==> src/sv/mcpva_pkg.sv <==
`timescale 1ns / 1ps
`default_nettype none
// ----------------------------------------------------------------------------
// mcpva_pkg
// Shared types, constants and helpers of the MIDI parser and voice allocator.
// ----------------------------------------------------------------------------
package mcpva_pkg;

	// voice slots and derived widths
	localparam int VOICE_SLOTS = 8;
	localparam int SLOT_W = (VOICE_SLOTS > 1) ? $clog2(VOICE_SLOTS) : 1;
	localparam int CNT_W = $clog2(VOICE_SLOTS + 1);
	localparam int CTRL_DEPTH = 128;
	localparam int QDEPTH = 2;

	localparam logic [6:0] AGE_MAX = 7'd127;
	localparam logic [13:0] BEND_CENTER = 14'd8192;
	localparam logic [7:0] BYTE_RESET = 8'hFF;

	// input opcodes
	localparam logic [2:0] OP_MIDI = 3'd0;
	localparam logic [2:0] OP_CLR_TRIG = 3'd1;
	localparam logic [2:0] OP_RD_VOICE = 3'd2;
	localparam logic [2:0] OP_RD_CTRL = 3'd3;
	localparam logic [2:0] OP_CLR_RESET = 3'd4;

	// result events
	localparam logic [2:0] EV_NONE = 3'd0;
	localparam logic [2:0] EV_NOTE_ON = 3'd1;
	localparam logic [2:0] EV_NOTE_OFF = 3'd2;
	localparam logic [2:0] EV_CONTROL = 3'd3;
	localparam logic [2:0] EV_PROGRAM = 3'd4;
	localparam logic [2:0] EV_BEND = 3'd5;
	localparam logic [2:0] EV_READ = 3'd6;

	// midi command codes (status bits 6:4)
	localparam logic [2:0] MC_NOTE_OFF = 3'd0;
	localparam logic [2:0] MC_NOTE_ON = 3'd1;
	localparam logic [2:0] MC_CONTROL = 3'd3;
	localparam logic [2:0] MC_PROGRAM = 3'd4;
	localparam logic [2:0] MC_BEND = 3'd6;

	// configuration register indexes
	localparam logic REG_LISTEN = 1'b0;
	localparam logic REG_VOICES = 1'b1;

	typedef struct packed {
		logic [2:0] opcode;
		logic [7:0] data_byte;
		logic [6:0] index;
	} item_t;

	typedef struct packed {
		logic [2:0]  event_res;
		logic [2:0]  slot;
		logic [6:0]  note;
		logic [6:0]  velocity;
		logic        gate_on;
		logic        trigger;
		logic [13:0] bend_value;
		logic [6:0]  ctrl_number;
		logic [6:0]  ctrl_value;
		logic [6:0]  program_number;
		logic        reset_seen;
	} result_t;

	// work kinds handed from front to back
	typedef enum logic [3:0] {
		K_NONE, K_NOTE_ON, K_NOTE_OFF, K_CTRL, K_PROG, K_BEND,
		K_CLR_TRIG, K_RD_VOICE, K_RD_CTRL, K_CLR_RESET
	} kind_t;

	typedef struct packed {
		kind_t      kind;
		logic [6:0] b0;
		logic [6:0] b1;
		logic [6:0] idx;
		logic       set_reset;
	} cmd_t;

	typedef enum logic [2:0] {
		ST_IDLE, ST_SCAN, ST_COMMIT, ST_CTRL_RD, ST_EMIT
	} back_state_t;

	// data bytes each midi command needs
	function automatic logic [1:0] length_of(input logic [2:0] code);
		unique case (code)
			MC_NOTE_OFF, MC_NOTE_ON, MC_CONTROL, MC_BEND: length_of = 2'd2;
			MC_PROGRAM: length_of = 2'd1;
			default: length_of = 2'd0;
		endcase
	endfunction

endpackage
`default_nettype wire

==> src/sv/mcpva_ram.sv <==
`timescale 1ns / 1ps
`default_nettype none
// ----------------------------------------------------------------------------
// mcpva_ram
// Generic single write, single read RAM with registered read data.
// ----------------------------------------------------------------------------
module mcpva_ram #(
	parameter int WIDTH = 7,
	parameter int DEPTH = 128
) (
	input  wire logic                     clk,
	input  wire logic                     we,
	input  wire logic [$clog2(DEPTH)-1:0] waddr,
	input  wire logic [WIDTH-1:0]         wdata,
	input  wire logic [$clog2(DEPTH)-1:0] raddr,
	output logic      [WIDTH-1:0]         rdata
);

	logic [WIDTH-1:0] mem [DEPTH];

	// write port and registered read port
	always_ff @(posedge clk) begin
		if (we) begin
			mem[waddr] <= wdata;
		end
		rdata <= mem[raddr];
	end

endmodule
`default_nettype wire

==> src/sv/mcpva_front.sv <==
`timescale 1ns / 1ps
`default_nettype none
// ----------------------------------------------------------------------------
// mcpva_front
// Byte parser: status, running status, channel filter, data buffer, and a
// two-entry work queue toward the back end.
// ----------------------------------------------------------------------------
module mcpva_front (
	input  wire logic              clk,
	input  wire logic              arst_n,
	input  wire logic              push,
	output logic                   full,
	input  wire mcpva_pkg::item_t  item,
	input  wire logic [3:0]        listen_channel,
	output logic                   cmd_valid,
	output mcpva_pkg::cmd_t        cmd,
	input  wire logic              cmd_take
);

	logic [2:0] code_q;
	logic [1:0] len_q;
	logic [1:0] br_q;
	logic [3:0] chan_q;
	logic [6:0] buf_q [2];

	mcpva_pkg::cmd_t q_q [mcpva_pkg::QDEPTH];
	logic       wp_q, rp_q;
	logic [1:0] cnt_q;

	logic            accept;
	logic            is_midi, is_status, ch_ok, done;
	logic [1:0]      br_inc;
	logic [6:0]      low7;
	mcpva_pkg::cmd_t new_cmd;

	assign full = (cnt_q == 2'(mcpva_pkg::QDEPTH));
	assign cmd_valid = (cnt_q != 2'd0);
	assign cmd = q_q[rp_q];
	assign accept = push && !full;

	// classify the incoming item
	always_comb begin
		is_midi = (item.opcode == mcpva_pkg::OP_MIDI);
		is_status = item.data_byte[7];
		low7 = item.data_byte[6:0];
		ch_ok = (chan_q == listen_channel);
		br_inc = br_q + 2'd1;
		done = (br_inc >= len_q);
		new_cmd.kind = mcpva_pkg::K_NONE;
		new_cmd.b0 = br_q[0] ? buf_q[0] : low7;
		new_cmd.b1 = br_q[0] ? low7 : buf_q[1];
		new_cmd.idx = item.index;
		new_cmd.set_reset = is_midi && (item.data_byte == mcpva_pkg::BYTE_RESET);
		unique case (item.opcode)
			mcpva_pkg::OP_MIDI: begin
				if (!is_status && ch_ok && done) begin
					unique case (code_q)
						mcpva_pkg::MC_NOTE_ON: new_cmd.kind = mcpva_pkg::K_NOTE_ON;
						mcpva_pkg::MC_NOTE_OFF: new_cmd.kind = mcpva_pkg::K_NOTE_OFF;
						mcpva_pkg::MC_CONTROL: new_cmd.kind = mcpva_pkg::K_CTRL;
						mcpva_pkg::MC_PROGRAM: new_cmd.kind = mcpva_pkg::K_PROG;
						mcpva_pkg::MC_BEND: new_cmd.kind = mcpva_pkg::K_BEND;
						default: new_cmd.kind = mcpva_pkg::K_NONE;
					endcase
				end
			end
			mcpva_pkg::OP_CLR_TRIG: new_cmd.kind = mcpva_pkg::K_CLR_TRIG;
			mcpva_pkg::OP_RD_VOICE: new_cmd.kind = mcpva_pkg::K_RD_VOICE;
			mcpva_pkg::OP_RD_CTRL: new_cmd.kind = mcpva_pkg::K_RD_CTRL;
			mcpva_pkg::OP_CLR_RESET: new_cmd.kind = mcpva_pkg::K_CLR_RESET;
			default: new_cmd.kind = mcpva_pkg::K_NONE;
		endcase
	end

	// parser state
	always_ff @(posedge clk or negedge arst_n) begin
		if (!arst_n) begin
			code_q <= mcpva_pkg::MC_NOTE_OFF;
			len_q <= 2'd0;
			br_q <= 2'd0;
			chan_q <= 4'd0;
		end else if (accept && is_midi) begin
			if (is_status) begin
				code_q <= item.data_byte[6:4];
				chan_q <= item.data_byte[3:0];
				len_q <= mcpva_pkg::length_of(item.data_byte[6:4]);
				br_q <= 2'd0;
			end else if (ch_ok) begin
				br_q <= done ? 2'd0 : br_inc;
			end
		end
	end

	// data buffer, payload only
	always_ff @(posedge clk) begin
		if (accept && is_midi && !is_status && ch_ok) begin
			buf_q[br_q[0]] <= low7;
		end
	end

	// work queue pointers
	always_ff @(posedge clk or negedge arst_n) begin
		if (!arst_n) begin
			wp_q <= 1'b0;
			rp_q <= 1'b0;
			cnt_q <= 2'd0;
		end else begin
			if (accept) wp_q <= ~wp_q;
			if (cmd_take && cmd_valid) rp_q <= ~rp_q;
			cnt_q <= cnt_q + 2'(accept) - 2'(cmd_take && cmd_valid);
		end
	end

	// work queue storage
	always_ff @(posedge clk) begin
		if (accept) begin
			q_q[wp_q] <= new_cmd;
		end
	end

endmodule
`default_nettype wire

==> src/sv/mcpva_back.sv <==
`timescale 1ns / 1ps
`default_nettype none
// ----------------------------------------------------------------------------
// mcpva_back
// Executes parsed work: voice scan and allocation, note release, controller
// store, bend and reset flag; queues results two deep.
// ----------------------------------------------------------------------------
module mcpva_back (
	input  wire logic                clk,
	input  wire logic                arst_n,
	input  wire logic                cmd_valid,
	input  wire mcpva_pkg::cmd_t     cmd,
	output logic                     cmd_take,
	input  wire logic [3:0]          voices_in_use,
	output logic                     empty,
	input  wire logic                pop,
	output mcpva_pkg::result_t       result
);

	localparam int SW = mcpva_pkg::SLOT_W;
	localparam int CW = mcpva_pkg::CNT_W;
	localparam int NV = mcpva_pkg::VOICE_SLOTS;

	mcpva_pkg::back_state_t state_q, state_d;

	logic [6:0] note_q [NV];
	logic [6:0] vel_q  [NV];
	logic [6:0] age_q  [NV];
	logic [NV-1:0] gate_q, trig_q;
	logic [13:0] bend_q;
	logic        rflag_q;
	logic [mcpva_pkg::CTRL_DEPTH-1:0] cvld_q;
	logic        cvld_rd_q;
	logic [6:0]  ram_rdata;

	mcpva_pkg::cmd_t    cur_q;
	mcpva_pkg::result_t res_q;
	logic [SW-1:0] scan_q, free_q, gated_q;
	logic          have_free_q, have_gated_q;

	mcpva_pkg::result_t oq_q [mcpva_pkg::QDEPTH];
	logic       owp_q, orp_q;
	logic [1:0] ocnt_q;

	logic [CW-1:0] n_act;
	logic          oq_full, do_emit, do_pop, ram_we;
	logic [SW-1:0] pick;
	logic [SW-1:0] rd_slot;
	logic          rd_ok;
	mcpva_pkg::result_t emit_res;
	mcpva_pkg::result_t take_res;

	assign empty = (ocnt_q == 2'd0);
	assign result = oq_q[orp_q];
	assign oq_full = (ocnt_q == 2'(mcpva_pkg::QDEPTH));
	assign do_pop = pop && !empty;

	// number of slots in play
	always_comb begin
		if (voices_in_use == 4'd0) begin
			n_act = CW'(1);
		end else if (32'(voices_in_use) > NV) begin
			n_act = CW'(NV);
		end else begin
			n_act = CW'(voices_in_use);
		end
	end

	assign pick = have_free_q ? free_q : gated_q;
	assign rd_slot = cmd.idx[SW-1:0];
	assign rd_ok = (32'(cmd.idx) < NV);
	assign ram_we = (state_q == mcpva_pkg::ST_IDLE) && cmd_valid
		&& (cmd.kind == mcpva_pkg::K_CTRL);

	// result with live bend and reset flag
	always_comb begin
		emit_res = res_q;
		emit_res.bend_value = bend_q;
		emit_res.reset_seen = rflag_q;
	end

	// result fields known when work is taken
	always_comb begin
		take_res = '0;
		unique case (cmd.kind)
			mcpva_pkg::K_NOTE_OFF: begin
				take_res.event_res = mcpva_pkg::EV_NOTE_OFF;
				take_res.note = cmd.b0;
			end
			mcpva_pkg::K_CTRL: begin
				take_res.event_res = mcpva_pkg::EV_CONTROL;
				take_res.ctrl_number = cmd.b0;
				take_res.ctrl_value = cmd.b1;
			end
			mcpva_pkg::K_PROG: begin
				take_res.event_res = mcpva_pkg::EV_PROGRAM;
				take_res.program_number = cmd.b0;
			end
			mcpva_pkg::K_BEND: take_res.event_res = mcpva_pkg::EV_BEND;
			mcpva_pkg::K_RD_VOICE: begin
				take_res.event_res = mcpva_pkg::EV_READ;
				take_res.slot = cmd.idx[2:0];
				if (rd_ok) begin
					take_res.note = note_q[rd_slot];
					take_res.velocity = vel_q[rd_slot];
					take_res.gate_on = gate_q[rd_slot];
					take_res.trigger = trig_q[rd_slot];
				end
			end
			mcpva_pkg::K_RD_CTRL: begin
				take_res.event_res = mcpva_pkg::EV_READ;
				take_res.ctrl_number = cmd.idx;
			end
			default: ;
		endcase
	end

	// controller store
	mcpva_ram #(.WIDTH(7), .DEPTH(mcpva_pkg::CTRL_DEPTH)) u_ctrl_ram (
		.clk  (clk),
		.we   (ram_we),
		.waddr(cmd.b0),
		.wdata(cmd.b1),
		.raddr(cmd.idx),
		.rdata(ram_rdata)
	);

	// next state and handshake
	always_comb begin
		state_d = state_q;
		cmd_take = 1'b0;
		do_emit = 1'b0;
		unique case (state_q)
			mcpva_pkg::ST_IDLE: begin
				if (cmd_valid) begin
					cmd_take = 1'b1;
					unique case (cmd.kind)
						mcpva_pkg::K_NOTE_ON: state_d = mcpva_pkg::ST_SCAN;
						mcpva_pkg::K_RD_CTRL: state_d = mcpva_pkg::ST_CTRL_RD;
						default: state_d = mcpva_pkg::ST_EMIT;
					endcase
				end
			end
			mcpva_pkg::ST_SCAN: begin
				if (CW'(scan_q) + CW'(1) == n_act) state_d = mcpva_pkg::ST_COMMIT;
			end
			mcpva_pkg::ST_COMMIT: state_d = mcpva_pkg::ST_EMIT;
			mcpva_pkg::ST_CTRL_RD: state_d = mcpva_pkg::ST_EMIT;
			mcpva_pkg::ST_EMIT: begin
				if (!oq_full) begin
					do_emit = 1'b1;
					state_d = mcpva_pkg::ST_IDLE;
				end
			end
			default: state_d = mcpva_pkg::ST_IDLE;
		endcase
	end

	always_ff @(posedge clk or negedge arst_n) begin
		if (!arst_n) state_q <= mcpva_pkg::ST_IDLE;
		else state_q <= state_d;
	end

	// voice, bend, flag and controller valid state
	always_ff @(posedge clk or negedge arst_n) begin
		if (!arst_n) begin
			for (int i = 0; i < NV; i++) begin
				note_q[i] <= 7'd0;
				vel_q[i] <= 7'd0;
				age_q[i] <= 7'd0;
			end
			gate_q <= '0;
			trig_q <= '0;
			bend_q <= mcpva_pkg::BEND_CENTER;
			rflag_q <= 1'b0;
			cvld_q <= '0;
			cvld_rd_q <= 1'b0;
			scan_q <= '0;
			free_q <= '0;
			gated_q <= '0;
			have_free_q <= 1'b0;
			have_gated_q <= 1'b0;
		end else begin
			cvld_rd_q <= cvld_q[cmd.idx];
			if (cmd_take) begin
				scan_q <= '0;
				have_free_q <= 1'b0;
				have_gated_q <= 1'b0;
				if (cmd.set_reset) rflag_q <= 1'b1;
				unique case (cmd.kind)
					mcpva_pkg::K_NOTE_OFF: begin
						for (int i = 0; i < NV; i++) begin
							if (note_q[i] == cmd.b0) begin
								gate_q[i] <= 1'b0;
								trig_q[i] <= 1'b0;
							end
						end
					end
					mcpva_pkg::K_CTRL: cvld_q[cmd.b0] <= 1'b1;
					mcpva_pkg::K_BEND: bend_q <= {cmd.b1, cmd.b0};
					mcpva_pkg::K_CLR_TRIG: trig_q <= '0;
					mcpva_pkg::K_CLR_RESET: rflag_q <= 1'b0;
					default: ;
				endcase
			end
			// one slot examined per cycle, oldest wins, ties to lowest
			if (state_q == mcpva_pkg::ST_SCAN) begin
				scan_q <= scan_q + SW'(1);
				if (gate_q[scan_q]) begin
					if (!have_gated_q || age_q[scan_q] > age_q[gated_q]) begin
						gated_q <= scan_q;
						have_gated_q <= 1'b1;
					end
				end else begin
					if (!have_free_q || age_q[scan_q] > age_q[free_q]) begin
						free_q <= scan_q;
						have_free_q <= 1'b1;
					end
				end
			end
			// age slots in play and load the chosen one
			if (state_q == mcpva_pkg::ST_COMMIT) begin
				for (int i = 0; i < NV; i++) begin
					if (SW'(i) == pick) begin
						age_q[i] <= 7'd0;
					end else if (CW'(i) < n_act && age_q[i] < mcpva_pkg::AGE_MAX) begin
						age_q[i] <= age_q[i] + 7'd1;
					end
				end
				gate_q[pick] <= 1'b1;
				trig_q[pick] <= 1'b1;
				note_q[pick] <= cur_q.b0;
				vel_q[pick] <= cur_q.b1;
			end
		end
	end

	// result assembly, payload only
	always_ff @(posedge clk) begin
		if (cmd_take) begin
			cur_q <= cmd;
			res_q <= take_res;
		end
		if (state_q == mcpva_pkg::ST_CTRL_RD) begin
			res_q.ctrl_value <= cvld_rd_q ? ram_rdata : 7'd0;
		end
		if (state_q == mcpva_pkg::ST_COMMIT) begin
			res_q.event_res <= mcpva_pkg::EV_NOTE_ON;
			res_q.slot <= 3'(pick);
			res_q.note <= cur_q.b0;
			res_q.velocity <= cur_q.b1;
			res_q.gate_on <= 1'b1;
			res_q.trigger <= 1'b1;
		end
	end

	// result queue pointers
	always_ff @(posedge clk or negedge arst_n) begin
		if (!arst_n) begin
			owp_q <= 1'b0;
			orp_q <= 1'b0;
			ocnt_q <= 2'd0;
		end else begin
			if (do_emit) owp_q <= ~owp_q;
			if (do_pop) orp_q <= ~orp_q;
			ocnt_q <= ocnt_q + 2'(do_emit) - 2'(do_pop);
		end
	end

	// result queue storage
	always_ff @(posedge clk) begin
		if (do_emit) begin
			oq_q[owp_q] <= emit_res;
		end
	end

endmodule
`default_nettype wire

==> src/sv/midi_channel_parser_voice_allocator_top.sv <==
`timescale 1ns / 1ps
`default_nettype none
// ----------------------------------------------------------------------------
// midi_channel_parser_voice_allocator_top
// MIDI byte parser with oldest-voice allocation and a controller store.
//
//   channel   ports                             accepted when
//   input     push, full, item                  push && !full
//   result    empty, pop, result                pop && !empty
//   config    cfg_we, cfg_index, cfg_data       cfg_we
//
// Front accepts one item per cycle while its two-entry work queue has room.
// Back takes one item at a time and then emits its result; a controller
// read adds a RAM read state, and a note on adds a scan of the n voice
// slots in play (one slot per scan cycle) and a commit state. Results
// wait in a two-entry queue; a full queue stalls the back end, then the
// front. No clearing pass after reset: controller entries carry valid bits.
// ----------------------------------------------------------------------------
module midi_channel_parser_voice_allocator_top (
	input  wire logic                clk,
	input  wire logic                arst_n,
	input  wire logic                push,
	output logic                     full,
	input  wire mcpva_pkg::item_t    item,
	output logic                     empty,
	input  wire logic                pop,
	output mcpva_pkg::result_t       result,
	input  wire logic                cfg_we,
	input  wire logic                cfg_index,
	input  wire logic [3:0]          cfg_data
);

	logic [3:0] listen_q, voices_q;
	logic            cmd_valid, cmd_take;
	mcpva_pkg::cmd_t cmd;

	// configuration registers
	always_ff @(posedge clk or negedge arst_n) begin
		if (!arst_n) begin
			listen_q <= 4'd0;
			voices_q <= 4'd8;
		end else if (cfg_we) begin
			unique case (cfg_index)
				mcpva_pkg::REG_LISTEN: listen_q <= cfg_data;
				mcpva_pkg::REG_VOICES: voices_q <= cfg_data;
				default: ;
			endcase
		end
	end

	mcpva_front u_front (
		.clk           (clk),
		.arst_n        (arst_n),
		.push          (push),
		.full          (full),
		.item          (item),
		.listen_channel(listen_q),
		.cmd_valid     (cmd_valid),
		.cmd           (cmd),
		.cmd_take      (cmd_take)
	);

	mcpva_back u_back (
		.clk          (clk),
		.arst_n       (arst_n),
		.cmd_valid    (cmd_valid),
		.cmd          (cmd),
		.cmd_take     (cmd_take),
		.voices_in_use(voices_q),
		.empty        (empty),
		.pop          (pop),
		.result       (result)
	);

endmodule
`default_nettype wire

==> config.mk <==
export PLATFORM = sky130hd
export DESIGN_NAME = midi_channel_parser_voice_allocator_top
export DESIGN_NICKNAME = d
export VERILOG_FILES = /design/src/sv/mcpva_pkg.sv /design/src/sv/mcpva_ram.sv /design/src/sv/mcpva_front.sv /design/src/sv/mcpva_back.sv /design/src/sv/midi_channel_parser_voice_allocator_top.sv
export SDC_FILE = /design/constraint.sdc
export NUM_CORES = 2
export LEC_CHECK = 0
export ABC_AREA = 1
export BUFFER_PORTS_ARGS = -buffer_cell sky130_fd_sc_hd__clkbuf_2
export CAP_MARGIN = 5
export CORE_ASPECT_RATIO = 1.4
export CORE_MARGIN = 1
export CORE_UTILIZATION = 40
export DETAILED_ROUTE_END_ITERATION = 8
export GPL_ROUTABILITY_DRIVEN = 0
export PLACE_DENSITY = 0.65
export SETUP_SLACK_MARGIN = 0.05
export SLEW_MARGIN = 20
export SYNTH_ARGS = -nofsm -noshare
export SYNTH_HDL_FRONTEND = slang
export SYNTH_SLANG_ARGS = --single-unit
==> constraint.sdc <==
create_clock -name clk -period 4.4 [get_ports clk]
set_input_delay 0.22 -clock clk [delete_from_list [all_inputs] [get_ports clk]]
set_output_delay 0.22 -clock clk [all_outputs]
set_load 0.02 [all_outputs]
## Word level (Yosys, flattened, before mapping)

Memory sizes are Yosys's and may differ from the RTL's. A register that Yosys moved wholly into a read port is not among the register bits.
Index checks and enable logic that the tools add are counted.

| operators by class | value |
|---|---|
| $add $sub $neg | 15 |
| $lt $le $gt $ge | 34 |
| eq/ne operators | 48 |
| mux-type cells | 122 |
| bitwise operators | 14 |
| reductions and logical operators | 71 |

Operators with widths:

| kind | number |
|---|---|
| 2-to-1 mux 7 bit | 33 |
| bitwise OR 128 bit | 1 |
| bitwise mux 56 bit | 2 |
| binary-select mux 7 bit (select 3 bit) | 5 |
| adder 7 x 1 -> 7 bit, second input constant | 8 |
| == test 7 bit | 8 |
| less-than comparator 7 bit, second input constant | 8 |
| 2-to-1 mux 55 bit | 1 |
| 2-to-1 mux 1 bit | 44 |
| 2-to-1 mux 8 bit | 5 |
| one-hot mux 3 bit (5 select lines) | 2 |
| AND reduction 2 bit | 15 |
| one-hot mux 7 bit (2 select lines) | 2 |
| nonzero test 2 bit | 14 |
| logical AND 1 bit | 22 |
| demux 7 bit (select 3 bit) | 1 |
| 2-to-1 mux 3 bit | 7 |
| greater-or-equal comparator 4 bit, second input constant | 5 |
| inverter 3 -> 4 bit | 5 |
| one-hot mux 4 bit (5 select lines) | 1 |
| 2-to-1 mux 19 bit | 1 |
| == test 3 x 2 -> 1 bit, second input constant | 6 |
| == test 3 bit, second input constant | 6 |
| == test 4 x 3 -> 1 bit, second input constant | 4 |
| other kinds (51) | 98 |

| word-level totals | value |
|---|---|
| register bits after elaboration | 426 |
| memory bits (writable) | 1078 |
| input bits | 28 |
| output and inout bits | 60 |
| logic and storage cells | 367 |
| memories | 4 |

Memory list:

| memory | depth | width | rd ports | clocked after Yosys merged registers in | write ports | line | text |
|---|---|---|---|---|---|---|---|
| u_back.u_ctrl_ram.mem | 128 | 7 | 1 | 1 | 1 | mcpva_ram.sv:19 | `logic [WIDTH-1:0] mem [DEPTH];` |
| u_back.oq_q | 2 | 58 | 1 | 0 | 1 | mcpva_back.sv:41 | `mcpva_pkg::result_t oq_q [mcpva_pkg::QDEPTH];` |
| u_front.q_q | 2 | 26 | 1 | 0 | 1 | mcpva_front.sv:26 | `mcpva_pkg::cmd_t q_q [mcpva_pkg::QDEPTH];` |
| u_front.buf_q | 2 | 7 | 2 | 0 | 1 | mcpva_front.sv:24 | `logic [6:0] buf_q [2];` |

## Longest topological paths before layout

| depth | value |
|---|---|
| depth after elaboration | 9 |
| depth in mapped cells | 17 |
| gate-level depth less buffers | 15 |

## Cells and area by module

From an unflattened synthesis, not the netlist that was laid out.

| second synthesis, totals | value |
|---|---|
| cell total of the unflattened synthesis | 6296 |
| area, all modules | 65917.0 um^2 |

By module, submodules not included:

| module | instances | cells an instance | area each (um^2) | seq. area each (um^2) |
|---|---|---|---|---|
| mcpva_ram | 1 | 3152 | 37091.8 | 27045.9 |
| mcpva_back | 1 | 2773 | 24971.4 | 13804.5 |
| mcpva_front | 1 | 335 | 3519.6 | 2357.3 |
| midi_channel_parser_voice_allocator_top | 1 | 36 | 334.1 | 201.4 |

## Worst setup path after synthesis

Ideal clock, no wire load.

| timing | value |
|---|---|
| kind | register to register |
| start | reg u_back.state_q[0] |
| end | mem u_back.oq_q[0][0] (netlist bit), enable pin |
| setup time | 475 ps |
| arrival time | 3274 ps |
| required time | 3925 ps |
| setup slack | 651 ps |
| cell stages (with the launch flop) | 5 |
| path buffers | 0 |
| clock period less this slack | 3749 ps |
| cells stage by stage | dfrtp_1 -> nor2_1 -> and3_1 -> inv_1 -> nor2_1 |

| between the ends | value |
|---|---|
| cells in the longest elaborated chain, start to end | 4 |

Ends and longest elaborated chain:

| item | line | text |
|---|---|---|
| start: declaration | mcpva_back.sv:24 | `mcpva_pkg::back_state_t state_q, state_d;` |
| start signal: assignment | mcpva_back.sv:160 | `if (!arst_n) state_q <= mcpva_pkg::ST_IDLE;` |
| start signal: assignment | mcpva_back.sv:161 | `else state_q <= state_d;` |
| == test 3 bit | mcpva_back.sv:133 | `unique case (state_q)` |
| 2-to-1 mux 1 bit | mcpva_back.sv:133 |  |
| via u_back.do_emit | mcpva_back.sv:46 | `logic oq_full, do_emit, do_pop, ram_we;` |
| 2-to-1 mux 1 bit | mcpva_back.sv:272 | `if (do_emit) begin` |
| 2-to-1 mux 1 bit (implied by the code) | mcpva_back.sv:273 | `oq_q[owp_q] <= emit_res;` |
| end: declaration | mcpva_back.sv:41 |  |

The timed path passes the listed nets, and every way through them passes these cells.

## Worst setup path after layout

| timing | value |
|---|---|
| start | reg u_front.rp_q |
| end | reg u_back.u_ctrl_ram.rdata[4], read port of u_back.u_ctrl_ram.mem |

| between the ends | value |
|---|---|
| cells in the longest elaborated chain, start to end | 1 |

Ends and longest elaborated chain:

| item | line | text |
|---|---|---|
| start: declaration | mcpva_front.sv:27 | `logic wp_q, rp_q;` |
| start signal: assignment | mcpva_front.sv:109 | `if (cmd_take && cmd_valid) rp_q <= ~rp_q;` |
| memory (2 x 26 bit) | n/a |  |
| end: declaration | mcpva_ram.sv:16 | `output logic [WIDTH-1:0] rdata` |

No other way between the ends.
A chain may end at the register's enable or synchronous reset.

==> reports/metrics.yaml <==
synthDistinctLibCells: 56
multiInputGateArea_um2: 19400
worstMarginPinSlew_ns: 1.08
internal_power_mw: 30.8
layout_setup_ws_ns: 0.358
min_period_ns: 4.04
cts_buffer_depth: 3
fp.dieW_um: 352
rsz0062_at_grt: "false"
crit_family: "simple AND/OR/NAND/NOR gates"
finalMaxSlewViolations: 0
clk_latency_ns: 0.81
ff_latch_area_um2: 43400
placed_area_um2: 71400
cts.sinks: 1511
fin_tns_setup_ns: 0
syn_inst: 7048
initial_utilization: 0.403
setup-violations-final: 0
rows: 179
ctsHtreeMaxLevel: 4
num_vias: 50300
cp-end-kind: "register"
hp-class: "input port to asynchronous set/reset pin"
async_flop_share: 0.244
hpwl_mm: 122
leakage_nw: 32.2
drt_drc_violations_left: 0
fin_util: 0.451
fin_nets: 7119
switching_share: 0.415
cts_made_buffers: 145
grt_pass1_wl_mm: 295
p_sw_mw: 21.8
synth.largest_area_cell: "edfxtp_1"
pre_cts_ws_ns: 0.497
cts_resized: 0
grt_overflow: 0
path_class: "register to register"
wirelength_mm: 195
yosysSeqAreaShare: 0.634
power.total_mw: 52.7
holdWs_ns: 0.0346
peakVddDrop_v: 0.000888
cpMostUsedCell: "nand3_1"
pwr-share-comb: 0.392
post-route-period-util: 0.919
first_global_vias: 49000
outcome: "completed"
cp-start-kind: "register"
critPathMaxFanout: 66
stdcell_count: 9454
fillers: 15700
drive_above_1_share: 0.0771
synth_top_area_frac: 0.496
cap_violations: 0
pwr-share-clk: 0.239
path_cells: "buf_4, nand2_4, buf_4, buf_4, nand3_1, nand3_1, nand3_1, nand3_1, nand3_1, nand2_1, nor2_1, nor2_1, nor2_1"
grt_usage: 0.225
grt_start_max_net_pins: 110
design.die.area_um2: 173000
port_buffers: 87
synth.avg_cell_area_um2: 9.71
cts_tree: "done"
clk_pin_slew_worst_paths_ns: 0.07
slew_headroom: 0.279
ys_ff_latch: 1511
coreArea_um2: 170000
drt_iter0_drc: 5159
power.density_nw_per_um2: 688
die_h_um: 491
max_stage_delay_ns: 0.84
synth.area.top_cells: "edfxtp_1 (50%), dfrtp_1 (13%), nand2_1 (8.9%)"
placed_cells: 9143
syn_area_um2: 68400
stdcell_area_um2: 76600
crit_arrival_ns: 4.70
synth-edff-count: 1130
skew_ns: 0.0266
synthFlopType: "edfxtp_1"
antenna_found_initial: 8
ant_nets: 0
clockRootBuffer: "clkbuf_16"
fmax_mhz: 247
syn2layout_area_growth_pct: 11.9
drtPass1Iterations: 6
yosys_warnings: 0
hold_violations: 0
seqPwrFrac: 0.369
syn-num-nets: 7105
viasPerCell: 5.32
slowest_stage: "buf_4"
critPathBufInv: 3
io_pins: 88
detail_route.wl_per_cell_um: 20.7
worstPathRequired_ns: 5.06
layout by cell type, fill, tap and decap left out, types with 33 or more instances in the layout:
| master | n |
|---|---|
| nor2_1 | 353 |
| o21ai_1 | 60 |
| clkbuf_2 | 86 |
| o211ai_1 | 66 |
| nand2_1 | 1621 |
| dlygate4sd3_1 | 33 |
| a21oi_1 | 129 |
| edfxtp_1 | 1130 |
| clkbuf_16 | 147 |
| buf_4 | 96 |
| xor2_1 | 49 |
| o21ai_0 | 402 |
| dfrtp_1 | 366 |
| nand3_1 | 1076 |
| inv_1 | 1061 |
power groups by stage:
stage / Clock [mW] / Sequential, mW / Combinational (mW)
final: 12.6 / 19.4 / 20.7
after global routing: 13.3 / 19.6 / 22.2
after CTS: 12.7 / 19.4 / 20.4
after detailed placement: 0 / 19.7 / 20.3
after global placement: 0 / 19.7 / 20.1
after floorplan: 0 / 19.6 / 12.6
flip-flops by register name, summed over array words and instances, names as in the netlist, 4 cells and up:
name and cells:
u_back.note_q 56, u_back.u_ctrl_ram.rdata 7, u_back.bend_q 14, u_back.cur_q 14, u_back.emit_res 43, u_back.vel_q 56
u_back.trig_q 8, u_front.chan_q 4, u_front.buf_q 14, u_back.age_q 56, u_back.oq_q 116, listen_q 4
voices_q 4, u_back.cvld_q 128, u_front.q_q 52, u_back.gate_q 8, u_back.u_ctrl_ram.mem 896
synthesized netlist by cell type, types with 3 or more instances:
library cell / instances
nand3_2: 12
edfxtp_1: 1130
dfxtp_1: 12
buf_4: 14
nand2_1: 1631
o21ai_1: 62
buf_1: 18
nand3_1: 1084
inv_2: 16
nand4_2: 4
nor2_2: 6
o21a_1: 8
inv_1: 1063
nor2_1: 358
a31oi_1: 19
o22ai_1: 23
o21ai_2: 7
or2_2: 19
dfrtp_1: 367
o211ai_1: 66
nand2_2: 8
buf_6: 4
clkbuf_1: 134
nand4_1: 22
nand4_4: 4
o221ai_1: 18
nor3_1: 25
ha_1: 29
xnor2_1: 19
nand3b_1: 23
nor2_4: 8
xor2_1: 49
or2_1: 9
o21ai_0: 403
nor3_2: 3
a221oi_1: 6
buf_2: 208
or2_0: 4
a21oi_1: 129
metal layers:
metal	up-vias	global-route usage	wire length, um
met3	537	0.0376	14700
met2	2226	0.384	96300
li1	23300	-	-
met4	4	0.111	10200
met5	-	0	25
met1	24200	0.273	74100
path summary, 6_finish.rpt:
| path | from | end | cells after the start | slack (ns) |
|---|---|---|---|---|
| min in group clk | push | u_front.cnt_q[0] | 4 | 0.22 |
| worst max-delay path | u_front.rp_q | u_back.u_ctrl_ram.rdata[4] | 13 | 0.36 |
| worst min register to register | u_back.emit_res[4] | u_back.oq_q[0][4] | 0 | 0.44 |
| worst min-delay path | arst_n | u_back.vel_q[38] | 2 | 0.03 |
| max in group asynchronous | arst_n | u_back.orp_q | 3 | 3.24 |
| worst max register to register | u_front.rp_q | u_back.u_ctrl_ram.rdata[4] | 13 | 0.36 |
worst reg2reg max path: cells and delay by family, from the launching register on:
family | cells | cell delay, ns
buffers and inverters | 3 | 1.75
DFF | 1 | 0.38
and+or+nand+nor | 10 | 1.79
timing repair:
item                      in CTS  in global routing
hold endpoints to repair     179                  0
setup buffers                  0                  0
hold buffers                  33                  0
kinds of logic after synthesis:
| group | count (synthesis) | share of synthesized area |
|---|---|---|
| buffers and inverters | 1459 | 0.0850 |
| adder cells (fa/ha/maj) | 29 | 0.00530 |
| AO/OA/AOI/OAI | 748 | 0.0604 |
| flip-flops | 1511 | 0.634 |
| AND/OR/NAND/NOR | 3233 | 0.206 |
| XOR/XNOR | 68 | 0.00870 |
cell type report:
type | instances | area share
Clock inverter | 84 | 0.0112
Inverter | 1081 | 0.0530
Multi-Input combinational cell | 4078 | 0.253
Tap cell | 2262 | 0.0370
Clock buffer | 186 | 0.0511
Sequential cell | 1511 | 0.567
Antenna cell | 7 | 0.000229
Timing Repair Buffer | 245 | 0.0272
Power figures use the tool's default switching activity.
